[src/design/radix_page_table_walker_top_assert.svh]
// ----------------------------------------------------------------------------
// radix page table walker assertion macros
// concurrent checks on clk, disabled while rst_n is low
// ----------------------------------------------------------------------------
`ifndef RADIX_PAGE_TABLE_WALKER_TOP_ASSERT_SVH
`define RADIX_PAGE_TABLE_WALKER_TOP_ASSERT_SVH

`ifndef SYNTHESIS

// same-cycle implication
`define RPTW_ASSERT_IMPL(label, ante, cons) \
  label: assert property (@(posedge clk) disable iff (!rst_n) (ante) |-> (cons)) \
    else $error("rptw assertion failed");

// next-cycle implication
`define RPTW_ASSERT_NEXT(label, ante, cons) \
  label: assert property (@(posedge clk) disable iff (!rst_n) (ante) |=> (cons)) \
    else $error("rptw assertion failed");

`else

`define RPTW_ASSERT_IMPL(label, ante, cons)
`define RPTW_ASSERT_NEXT(label, ante, cons)

`endif

`endif

[src/design/rptw_pkg.sv]
// ----------------------------------------------------------------------------
// rptw_pkg
// shared widths, codes and transaction types of the radix page table walker
// ----------------------------------------------------------------------------
package rptw_pkg;

  // field widths
  localparam int unsigned TASK_W    = 32;
  localparam int unsigned VADDR_W   = 64;
  localparam int unsigned DATA_W    = 64;
  localparam int unsigned RADDR_W   = 44;
  localparam int unsigned RBYTES_W  = 4;
  localparam int unsigned PADDR_W   = 43;
  localparam int unsigned RUN_W     = 13;
  localparam int unsigned KIND_W    = 2;
  localparam int unsigned CFG_W     = 32;
  localparam int unsigned CFG_IDX_W = 1;

  // table geometry
  localparam int unsigned PAGE_SHIFT = 12;
  localparam int unsigned IDX_BITS   = 10;
  localparam int unsigned PFN_W      = 31;
  localparam int unsigned ENTRY_W    = 32;

  localparam int unsigned DEFAULT_MAX_LEVELS = 4;

  // input commands
  localparam logic CMD_TRANSLATE = 1'b0;
  localparam logic CMD_RESPONSE  = 1'b1;

  // result kinds
  localparam logic [KIND_W-1:0] KIND_READ = 2'd0;
  localparam logic [KIND_W-1:0] KIND_OK   = 2'd1;
  localparam logic [KIND_W-1:0] KIND_FAIL = 2'd2;

  // read sizes
  localparam logic [RBYTES_W-1:0] BYTES_HEADER = 4'd8;
  localparam logic [RBYTES_W-1:0] BYTES_ENTRY  = 4'd4;

  // walk phases
  localparam logic [1:0] PH_IDLE   = 2'd0;
  localparam logic [1:0] PH_HEADER = 2'd1;
  localparam logic [1:0] PH_ENTRY  = 2'd2;

  // configuration register indexes
  localparam logic [CFG_IDX_W-1:0] REG_TASK_NUMBER = 1'b0;
  localparam logic [CFG_IDX_W-1:0] REG_ROOT_PAGE   = 1'b1;

  typedef struct packed {
    logic               cmd;
    logic [TASK_W-1:0]  task_id;
    logic [VADDR_W-1:0] virt_addr;
    logic [DATA_W-1:0]  read_data;
    logic               read_ok;
  } in_item_t;

  typedef struct packed {
    logic [KIND_W-1:0]   kind;
    logic [RADDR_W-1:0]  read_addr;
    logic [RBYTES_W-1:0] read_bytes;
    logic [PADDR_W-1:0]  phys_addr;
    logic [RUN_W-1:0]    run_length;
  } out_item_t;

  typedef struct packed {
    logic      valid;
    out_item_t item;
  } step_res_t;

  typedef struct packed {
    logic [1:0] phase;
  } walk_status_t;

endpackage

[src/design/rptw_if.sv]
// ----------------------------------------------------------------------------
// rptw channel interfaces
// valid/ready channels for walker requests and walker results
// ----------------------------------------------------------------------------
interface rptw_in_if;
  logic                           valid;
  logic                           ready;
  logic                           cmd;
  logic [rptw_pkg::TASK_W-1:0]    task_id;
  logic [rptw_pkg::VADDR_W-1:0]   virt_addr;
  logic [rptw_pkg::DATA_W-1:0]    read_data;
  logic                           read_ok;

  modport source (output valid, cmd, task_id, virt_addr, read_data, read_ok, input ready);
  modport sink   (input valid, cmd, task_id, virt_addr, read_data, read_ok, output ready);
endinterface

interface rptw_out_if;
  logic                           valid;
  logic                           ready;
  logic [rptw_pkg::KIND_W-1:0]    kind;
  logic [rptw_pkg::RADDR_W-1:0]   read_addr;
  logic [rptw_pkg::RBYTES_W-1:0]  read_bytes;
  logic [rptw_pkg::PADDR_W-1:0]   phys_addr;
  logic [rptw_pkg::RUN_W-1:0]     run_length;

  modport source (output valid, kind, read_addr, read_bytes, phys_addr, run_length,
                  input ready);
  modport sink   (input valid, kind, read_addr, read_bytes, phys_addr, run_length,
                  output ready);
endinterface

[src/design/rptw_step.sv]
// ----------------------------------------------------------------------------
// rptw_step
// walk state and the one-step decision for each registered transaction
// ----------------------------------------------------------------------------
module rptw_step #(
  parameter int unsigned MAX_LEVELS = rptw_pkg::DEFAULT_MAX_LEVELS
) (
  input  logic                         clk,
  input  logic                         rst_n,
  input  logic                         adv,
  input  rptw_pkg::in_item_t           item,
  input  logic [rptw_pkg::TASK_W-1:0]  task_number,
  input  logic [rptw_pkg::CFG_W-1:0]   root_page,
  output rptw_pkg::step_res_t          res,
  output rptw_pkg::walk_status_t       status
);

  localparam int unsigned PIDX_W = MAX_LEVELS * rptw_pkg::IDX_BITS;
  localparam int unsigned LVL_W  = (MAX_LEVELS > 1) ? $clog2(MAX_LEVELS) : 1;
  localparam int unsigned OFF_W  = rptw_pkg::PAGE_SHIFT;

  logic [1:0]        phase_r, phase_nxt;
  logic [LVL_W-1:0]  level_r, level_nxt;
  logic [PIDX_W-1:0] pidx_r, pidx_nxt;
  logic [OFF_W-1:0]  off_r, off_nxt;

  logic [rptw_pkg::ENTRY_W-1:0]  first_page;
  logic [rptw_pkg::ENTRY_W-1:0]  levels;
  logic [rptw_pkg::ENTRY_W-1:0]  levels_m1;
  logic [rptw_pkg::ENTRY_W-1:0]  pte;
  logic [LVL_W-1:0]              sel_lvl;
  logic [rptw_pkg::IDX_BITS-1:0] idx;
  logic                          hdr_bad;

  // header and entry fields
  assign first_page = item.read_data[rptw_pkg::ENTRY_W-1:0];
  assign levels     = item.read_data[rptw_pkg::DATA_W-1:rptw_pkg::ENTRY_W];
  assign levels_m1  = levels - 32'd1;
  assign pte        = item.read_data[rptw_pkg::ENTRY_W-1:0];
  assign hdr_bad    = !item.read_ok || (first_page == '0) || (levels == '0) ||
                      (levels > rptw_pkg::ENTRY_W'(MAX_LEVELS));

  // level whose index selects the next entry
  assign sel_lvl = (phase_r == rptw_pkg::PH_HEADER) ? levels_m1[LVL_W-1:0]
                                                    : level_r - LVL_W'(1);
  assign idx     = pidx_r[int'(sel_lvl) * rptw_pkg::IDX_BITS +: rptw_pkg::IDX_BITS];

  // step decision
  always_comb begin
    phase_nxt = phase_r;
    level_nxt = level_r;
    pidx_nxt  = pidx_r;
    off_nxt   = off_r;
    res       = '0;
    if (item.cmd == rptw_pkg::CMD_TRANSLATE) begin
      res.valid = 1'b1;
      phase_nxt = rptw_pkg::PH_IDLE;
      if ((item.task_id != task_number) || (root_page == '0)) begin
        res.item.kind = rptw_pkg::KIND_FAIL;
      end else begin
        pidx_nxt  = item.virt_addr[rptw_pkg::PAGE_SHIFT +: PIDX_W];
        off_nxt   = item.virt_addr[OFF_W-1:0];
        phase_nxt = rptw_pkg::PH_HEADER;
        res.item.kind       = rptw_pkg::KIND_READ;
        res.item.read_addr  = {root_page, {OFF_W{1'b0}}};
        res.item.read_bytes = rptw_pkg::BYTES_HEADER;
      end
    end else begin
      case (phase_r)
        rptw_pkg::PH_HEADER: begin
          res.valid = 1'b1;
          if (hdr_bad) begin
            phase_nxt     = rptw_pkg::PH_IDLE;
            res.item.kind = rptw_pkg::KIND_FAIL;
          end else begin
            level_nxt = sel_lvl;
            phase_nxt = rptw_pkg::PH_ENTRY;
            res.item.kind       = rptw_pkg::KIND_READ;
            res.item.read_addr  = {first_page, idx, 2'b00};
            res.item.read_bytes = rptw_pkg::BYTES_ENTRY;
          end
        end
        rptw_pkg::PH_ENTRY: begin
          res.valid = 1'b1;
          if (!item.read_ok || (pte == '0)) begin
            phase_nxt     = rptw_pkg::PH_IDLE;
            res.item.kind = rptw_pkg::KIND_FAIL;
          end else if (level_r == '0) begin
            // leaf: data page plus offset, run to page end
            phase_nxt           = rptw_pkg::PH_IDLE;
            res.item.kind       = rptw_pkg::KIND_OK;
            res.item.phys_addr  = {pte[rptw_pkg::PFN_W-1:0], off_r};
            res.item.run_length = 13'h1000 - {1'b0, off_r};
          end else begin
            level_nxt = sel_lvl;
            res.item.kind       = rptw_pkg::KIND_READ;
            res.item.read_addr  = {1'b0, pte[rptw_pkg::PFN_W-1:0], idx, 2'b00};
            res.item.read_bytes = rptw_pkg::BYTES_ENTRY;
          end
        end
        default: begin
          // response with no walk in progress is dropped
        end
      endcase
    end
  end

  // walk state
  always_ff @(posedge clk) begin
    if (!rst_n) begin
      phase_r <= rptw_pkg::PH_IDLE;
      level_r <= '0;
      pidx_r  <= '0;
      off_r   <= '0;
    end else if (adv) begin
      phase_r <= phase_nxt;
      level_r <= level_nxt;
      pidx_r  <= pidx_nxt;
      off_r   <= off_nxt;
    end
  end

  assign status.phase = phase_r;

endmodule

[src/design/radix_page_table_walker_top.sv]
// ----------------------------------------------------------------------------
// radix_page_table_walker_top
// page table walker for one configured task, memory reads issued as results
// ----------------------------------------------------------------------------
// Usage: in_chan carries translate requests (cmd 0: task_id, virt_addr) and
// memory read responses (cmd 1: read_data, read_ok). out_chan carries read
// requests (kind 0), finished translations (kind 1) and failures (kind 2).
// A translate asks for the header, each response asks for the next entry,
// and the leaf response gives phys_addr and run_length. A response with no
// walk in progress gives no result. cfg_we writes task_number (index 0) or
// root_page_number (index 1); write them only while no walk is pending.
// An accepted transaction passes through the input register, the decision
// step and the result register before it is shown on out_chan.
// Throughput: one transaction per cycle while out_chan does not stall, set
// by the single decision step between the two registers; a walk of N levels
// takes N+1 round trips through the memory behind out_chan.
// Reset clears the walk, both configuration registers and both channels.
// When out_chan stalls, the result register holds, the input register keeps
// one transaction, and in_chan.ready drops until the result is taken.
// ----------------------------------------------------------------------------
`include "radix_page_table_walker_top_assert.svh"

module radix_page_table_walker_top #(
  parameter int unsigned MAX_LEVELS = rptw_pkg::DEFAULT_MAX_LEVELS
) (
  input  logic                            clk,
  input  logic                            rst_n,
  rptw_in_if.sink                         in_chan,
  rptw_out_if.source                      out_chan,
  input  logic                            cfg_we,
  input  logic [rptw_pkg::CFG_IDX_W-1:0]  cfg_index,
  input  logic [rptw_pkg::CFG_W-1:0]      cfg_wdata
);

  logic                          in_valid_r;
  rptw_pkg::in_item_t            in_item_r;
  logic                          out_valid_r;
  rptw_pkg::out_item_t           out_item_r;
  logic [rptw_pkg::TASK_W-1:0]   task_number_r;
  logic [rptw_pkg::CFG_W-1:0]    root_page_r;
  logic                          out_free;
  logic                          adv;
  logic                          in_accept;
  rptw_pkg::step_res_t           res;
  rptw_pkg::walk_status_t        status;

  // handshake control
  assign out_free      = !out_valid_r || out_chan.ready;
  assign adv           = in_valid_r && out_free;
  assign in_chan.ready = !in_valid_r || adv;
  assign in_accept     = in_chan.valid && in_chan.ready;

  // configuration registers
  always_ff @(posedge clk) begin
    if (!rst_n) begin
      task_number_r <= '0;
      root_page_r   <= '0;
    end else if (cfg_we) begin
      case (cfg_index)
        rptw_pkg::REG_TASK_NUMBER: task_number_r <= cfg_wdata;
        rptw_pkg::REG_ROOT_PAGE:   root_page_r   <= cfg_wdata;
        default: ;
      endcase
    end
  end

  // input register
  always_ff @(posedge clk) begin
    if (!rst_n) begin
      in_valid_r <= 1'b0;
    end else if (in_accept) begin
      in_valid_r <= 1'b1;
    end else if (adv) begin
      in_valid_r <= 1'b0;
    end
  end

  always_ff @(posedge clk) begin
    if (in_accept) begin
      in_item_r.cmd       <= in_chan.cmd;
      in_item_r.task_id   <= in_chan.task_id;
      in_item_r.virt_addr <= in_chan.virt_addr;
      in_item_r.read_data <= in_chan.read_data;
      in_item_r.read_ok   <= in_chan.read_ok;
    end
  end

  // decision step and walk state
  rptw_step #(
    .MAX_LEVELS (MAX_LEVELS)
  ) u_step (
    .clk         (clk),
    .rst_n       (rst_n),
    .adv         (adv),
    .item        (in_item_r),
    .task_number (task_number_r),
    .root_page   (root_page_r),
    .res         (res),
    .status      (status)
  );

  // result register
  always_ff @(posedge clk) begin
    if (!rst_n) begin
      out_valid_r <= 1'b0;
    end else if (out_free) begin
      out_valid_r <= adv && res.valid;
    end
  end

  always_ff @(posedge clk) begin
    if (out_free) begin
      out_item_r <= res.item;
    end
  end

  assign out_chan.valid      = out_valid_r;
  assign out_chan.kind       = out_item_r.kind;
  assign out_chan.read_addr  = out_item_r.read_addr;
  assign out_chan.read_bytes = out_item_r.read_bytes;
  assign out_chan.phys_addr  = out_item_r.phys_addr;
  assign out_chan.run_length = out_item_r.run_length;

  // checks
  `RPTW_ASSERT_IMPL(a_ready_only_on_stall, !in_chan.ready, out_valid_r && !out_chan.ready)
  `RPTW_ASSERT_NEXT(a_header_req_sets_phase,
                    adv && res.valid && res.item.kind == rptw_pkg::KIND_READ &&
                    res.item.read_bytes == rptw_pkg::BYTES_HEADER,
                    status.phase == rptw_pkg::PH_HEADER)
  `RPTW_ASSERT_NEXT(a_done_returns_idle,
                    adv && res.valid && res.item.kind != rptw_pkg::KIND_READ,
                    status.phase == rptw_pkg::PH_IDLE)

endmodule

[src/flat_wrapper.sv]
// flat-port wrapper written by rule: the top's interface ports become plain ports
module radix_page_table_walker_top_flat 
#(
  parameter int unsigned MAX_LEVELS = rptw_pkg::DEFAULT_MAX_LEVELS
)
  (clk, rst_n, cfg_we, cfg_index, cfg_wdata, in_chan_valid, in_chan_cmd, in_chan_task_id, in_chan_virt_addr, in_chan_read_data, in_chan_read_ok, in_chan_ready, out_chan_valid, out_chan_kind, out_chan_read_addr, out_chan_read_bytes, out_chan_phys_addr, out_chan_run_length, out_chan_ready);
  rptw_in_if in_chan_i ();
  rptw_out_if out_chan_i ();
  input  logic clk;
  input  logic rst_n;
  input  logic cfg_we;
  input  logic [rptw_pkg::CFG_IDX_W-1:0] cfg_index;
  input  logic [rptw_pkg::CFG_W-1:0] cfg_wdata;
  input wire logic [$bits(in_chan_i.valid)-1:0] in_chan_valid;
  input wire logic [$bits(in_chan_i.cmd)-1:0] in_chan_cmd;
  input wire logic [$bits(in_chan_i.task_id)-1:0] in_chan_task_id;
  input wire logic [$bits(in_chan_i.virt_addr)-1:0] in_chan_virt_addr;
  input wire logic [$bits(in_chan_i.read_data)-1:0] in_chan_read_data;
  input wire logic [$bits(in_chan_i.read_ok)-1:0] in_chan_read_ok;
  output wire logic [$bits(in_chan_i.ready)-1:0] in_chan_ready;
  output wire logic [$bits(out_chan_i.valid)-1:0] out_chan_valid;
  output wire logic [$bits(out_chan_i.kind)-1:0] out_chan_kind;
  output wire logic [$bits(out_chan_i.read_addr)-1:0] out_chan_read_addr;
  output wire logic [$bits(out_chan_i.read_bytes)-1:0] out_chan_read_bytes;
  output wire logic [$bits(out_chan_i.phys_addr)-1:0] out_chan_phys_addr;
  output wire logic [$bits(out_chan_i.run_length)-1:0] out_chan_run_length;
  input wire logic [$bits(out_chan_i.ready)-1:0] out_chan_ready;
  assign in_chan_i.valid = in_chan_valid;
  assign in_chan_i.cmd = in_chan_cmd;
  assign in_chan_i.task_id = in_chan_task_id;
  assign in_chan_i.virt_addr = in_chan_virt_addr;
  assign in_chan_i.read_data = in_chan_read_data;
  assign in_chan_i.read_ok = in_chan_read_ok;
  assign in_chan_ready = in_chan_i.ready;
  assign out_chan_valid = out_chan_i.valid;
  assign out_chan_kind = out_chan_i.kind;
  assign out_chan_read_addr = out_chan_i.read_addr;
  assign out_chan_read_bytes = out_chan_i.read_bytes;
  assign out_chan_phys_addr = out_chan_i.phys_addr;
  assign out_chan_run_length = out_chan_i.run_length;
  assign out_chan_i.ready = out_chan_ready;
  radix_page_table_walker_top #(.MAX_LEVELS(MAX_LEVELS)) u_core (.clk(clk), .rst_n(rst_n), .in_chan(in_chan_i), .out_chan(out_chan_i), .cfg_we(cfg_we), .cfg_index(cfg_index), .cfg_wdata(cfg_wdata));
endmodule
[config.mk]
export PLATFORM = sky130hd
export DESIGN_NAME = radix_page_table_walker_top_flat
export DESIGN_NICKNAME = d
export VERILOG_FILES = /design/src/design/rptw_pkg.sv /design/src/design/rptw_if.sv /design/src/design/rptw_step.sv /design/src/design/radix_page_table_walker_top.sv /design/src/flat_wrapper.sv
export VERILOG_INCLUDE_DIRS = /design/src /design/src/design
export SDC_FILE = /design/constraint.sdc
export NUM_CORES = 1
export LEC_CHECK = 0
export ABC_AREA = 1
export BUFFER_PORTS_ARGS = -buffer_cell sky130_fd_sc_hd__buf_2
export CELL_PAD_IN_SITES_DETAIL_PLACEMENT = 0
export CELL_PAD_IN_SITES_GLOBAL_PLACEMENT = 1
export CORE_ASPECT_RATIO = 1.25
export CORE_MARGIN = 4
export CORE_UTILIZATION = 38
export CTS_CLUSTER_DIAMETER = 40
export DETAILED_ROUTE_END_ITERATION = 12
export PLACE_DENSITY = 0.81
export SETUP_SLACK_MARGIN = 0.02
export SKIP_CTS_REPAIR_TIMING = 1
export SLEW_MARGIN = 0
export SYNTH_ARGS = -nofsm -noshare
export SYNTH_HDL_FRONTEND = slang
export SYNTH_HIERARCHICAL = 1
export SYNTH_SLANG_ARGS = --single-unit
[constraint.sdc]
create_clock -name clk -period 4.64 [get_ports clk]
set_input_delay 0.696 -clock clk [delete_from_list [all_inputs] [get_ports clk]]
set_output_delay 0.696 -clock clk [all_outputs]
set_load 0.01 [all_outputs]
==> results.txt <==
----------------------------------------------------
[Floorplanning]
  Core area ... approximately 38000 um^2
  Initial core utilization ... slightly below 40%
  Chip height ... roughly 230 um
  Placement Rows ... 80
  Area of the die ... roughly 42000 um^2
  Overall die width ... approximately 190 um
  Number of primary I/O pins ... between 300 and 400

[STA]
  Max_slew headroom ... between 20% and 30%
  Worst Clk Skew ... 0.0317 ns
  Setup WS post-layout ... between 1.5 and 2 ns
  Slew at the pin closest to its max-slew limit ... 1.13 ns
  Final-layout setup total negative slack ... 0 ns
  Post-layout min period ... between 2 and 3 ns
  Final setup vio count ... 0
  Final period utilization ... about three fifths
  Number of hold-slack violations in the final timing report ... 0
  Highest Clock Rate ... about 0.35 GHz
  Setup repair after global routing missed its margin ... false
  Number of slew-limit violations in the final report ... 0

[Place]
  Routability-driven placement congestion ratio ... between 0.8 and 0.9
  Placement-stage worst setup slack ... around 1.5 ns
  Estimated wirelength of the detail-placed design ... 25200 um
  Buffers added on ports ... approximately 300

[Worst setup path]
  Buffers and inverters on the worst path ... 2
  Critical Path Source Type ... register
  Cell with the biggest individual delay on the critical path ... o21ai_2
  Data arrival at the endpoint of the critical path ... 3.10 ns
  Critical Path RT ... ~4.9 ns
  Critical path start-end classification ... register to register
  Cell family with most CP delay ... simple AND/OR/NAND/NOR gates
  Highest fanout seen on the critical path ... 17
  Crit path cell chain ... inv_1 -> ha_1 -> inv_2 -> o21ai_2 -> or2_1 -> nand2_1 -> o221ai_1 -> nor2_1
  Stage delay of the slowest cell on the critical path ... roughly 0.60 ns
  Kind of end point of the critical path ... register

[Global route]
  Aggregate global routing overflow ... 0
  Antenna violations before repair ... 18
  Vias in the first global route ... 10.1k
  First-pass GRT wire length ... 53600 um
  Total global-route track usage ... between 15 and 20%
  Largest net degree at the start of global routing ... around 130

[Drt]
  Via density per instance ... 4.55
  Number of remaining DRC errors ... 0
  First DRT Iteration DRCs ... 718
  Total via count in the routed design ... 10.5k
  Total wire length ... between 30000 and 40000 um
  Antenna Violating Nets Remaining ... 0
  Number of iterations in the first detailed-routing pass ... 5
  Per-cell routed wire length ... about 15 um

[Final layout]
  Ratio of cells with drive above 1 in the final layout ... a little over a fifth
  Sequential cell area in the final layout ... slightly above 10000 um^2
  Relative area change from synthesis to final layout ... 22.1%
  Fillers ... approximately 3.6k
  Final net count ... around 2.0k
  Multi-input gate area in the final layout ... about 3800 um^2

[Clocking]
  H-tree depth reported by CTS ... 2
  Maximum clock path buffer count ... 3
  Clock tree sinks ... 378
  Clock Pin Slew Worst Setup and Hold Paths ... 0.06 ns
  Worst-Skew Late Latency ... ~0.55 ns
  Clock tree root buffer cell ... clkbuf_16
  Clock tree from TritonCTS ... built
  Num CTS Buffers ... 43

[Power and ir drop]
  Pwr dens ... about 420 nW/um^2
  Total leakage power ... approximately 8.4 nW
  Post-layout total power ... about 7.6 mW
  Worst IR drop on VDD ... 0.305 mV

[Synth]
  Post-Syn Area ... approximately 15000 um^2
  Syn. warnings ... 6
  Post-synthesis area per instance ... roughly 10 um^2
  Synth Instances ... 1493

[Outcome]
  Outcome ... finished, final reports clean

[Run]
  Max-cap violations ... 0

[Hold path]
  Classification of the worst-slack hold path ... input port to register

----------------------------------------------------
[power by group]
group | total, mW | internal (mW) | switching, mW
registers | 3.80 | 3.74 | 0.0636
clock network | 3.40 | 2.06 | 1.34
logic | 0.383 | 0.147 | 0.236
total | 7.59 | 5.95 | 1.64
[metrics by stage]
step	hold WS (ns)	area, um^2	util (%)	std cells
after floorplan	0.446	14900	-	1496
after global placement	0.454	16700	43.5	2225
after detailed placement	0.459	16700	43.5	2225
after CTS	0.295	18200	47.3	2305
after global routing	0.297	18200	47.3	2310
final	0.324	18200	47.3	2313
[path summary, 6_finish.rpt]
check	from	cells after the start	end	slack, ns
worst max-delay path	u_core/u_step/status[1]	8	u_core/out_chan.read_addr[9]	1.82
worst min register to register	u_core/in_item_r[90]	2	u_core/u_step/pidx_r[13]	0.47
worst max register to register	u_core/u_step/status[1]	8	u_core/out_chan.read_addr[9]	1.82
worst min-delay path	in_chan_read_data[15]	1	u_core/in_item_r[16]	0.32
[layout by cell type (no fill, tap or decap), types with 2 or more instances in the layout]
| master | n |
|---|---|
| inv_2 | 3 |
| clkbuf_16 | 45 |
| or2_0 | 2 |
| buf_4 | 8 |
| nor3_1 | 9 |
| inv_1 | 159 |
| bufinv_16 | 4 |
| clkinv_2 | 8 |
| xnor2_1 | 14 |
| inv_6 | 5 |
| nor2_1 | 304 |
| buf_2 | 295 |
| diode_2 | 8 |
| nand3_1 | 88 |
| clkbuf_1 | 5 |
| or2_2 | 3 |
| o221ai_1 | 10 |
| clkinv_1 | 4 |
| clkbuf_8 | 2 |
| edfxtp_1 | 256 |
| dfxtp_1 | 122 |
| o21ai_0 | 3 |
| a31oi_1 | 2 |
| o21ai_1 | 3 |
| clkinvlp_4 | 3 |
| conb_1 | 4 |
| clkbuf_2 | 2 |
| a21oi_1 | 41 |
| inv_8 | 3 |
| ha_1 | 3 |
| xor2_1 | 3 |
| o22ai_1 | 10 |
| nand2_1 | 367 |
| nand4_1 | 10 |
[worst register-to-register path, cell delays in order, from the launching register on]
cell and delay, ns:
dfxtp_1 0.32, inv_1 0.07, ha_1 0.27, inv_2 0.10, o21ai_2 0.60, or2_1 0.54, nand2_1 0.30, o221ai_1 0.28
nor2_1 0.08
[cell type report]
cell class              instances  area share (%)
clock buffers                  54            6.50
clock inverters                26            1.53
multi-input cells             888            21.0
repair buffers                303            8.44
diodes                          8           0.110
flip-flops and latches        378            55.7
well taps                     492            3.38
inverters                     164            3.41
[sequential cells by signal, summed over array words and instances (netlist names)]
register,count
u_core/task_number_r,32
u_core/out_chan.read_bytes,4
u_core/out_chan.read_addr,44
u_core/u_step/off_r,12
u_core/u_step/level_r,2
u_core/root_page_r,32
u_core/out_chan.kind,2
u_core/out_chan.valid,1
u_core/in_item_r,150
u_core/out_chan.phys_addr,43
u_core/in_valid_r,1
u_core/u_step/status,2
u_core/u_step/pidx_r,40
u_core/out_chan.run_length,13
[per-layer routing]
metal / global-route usage (%) / vias to the layer above / wire, um
met5: 0 / - / 112
met4: 4.91 / 20 / 901
met3: 4.90 / 78 / 3010
met2: 26.1 / 375 / 16400
met1: 20.2 / 4693 / 14400
li1: - / 5369 / -
Note: power is estimated with default switching activity, not from simulation.
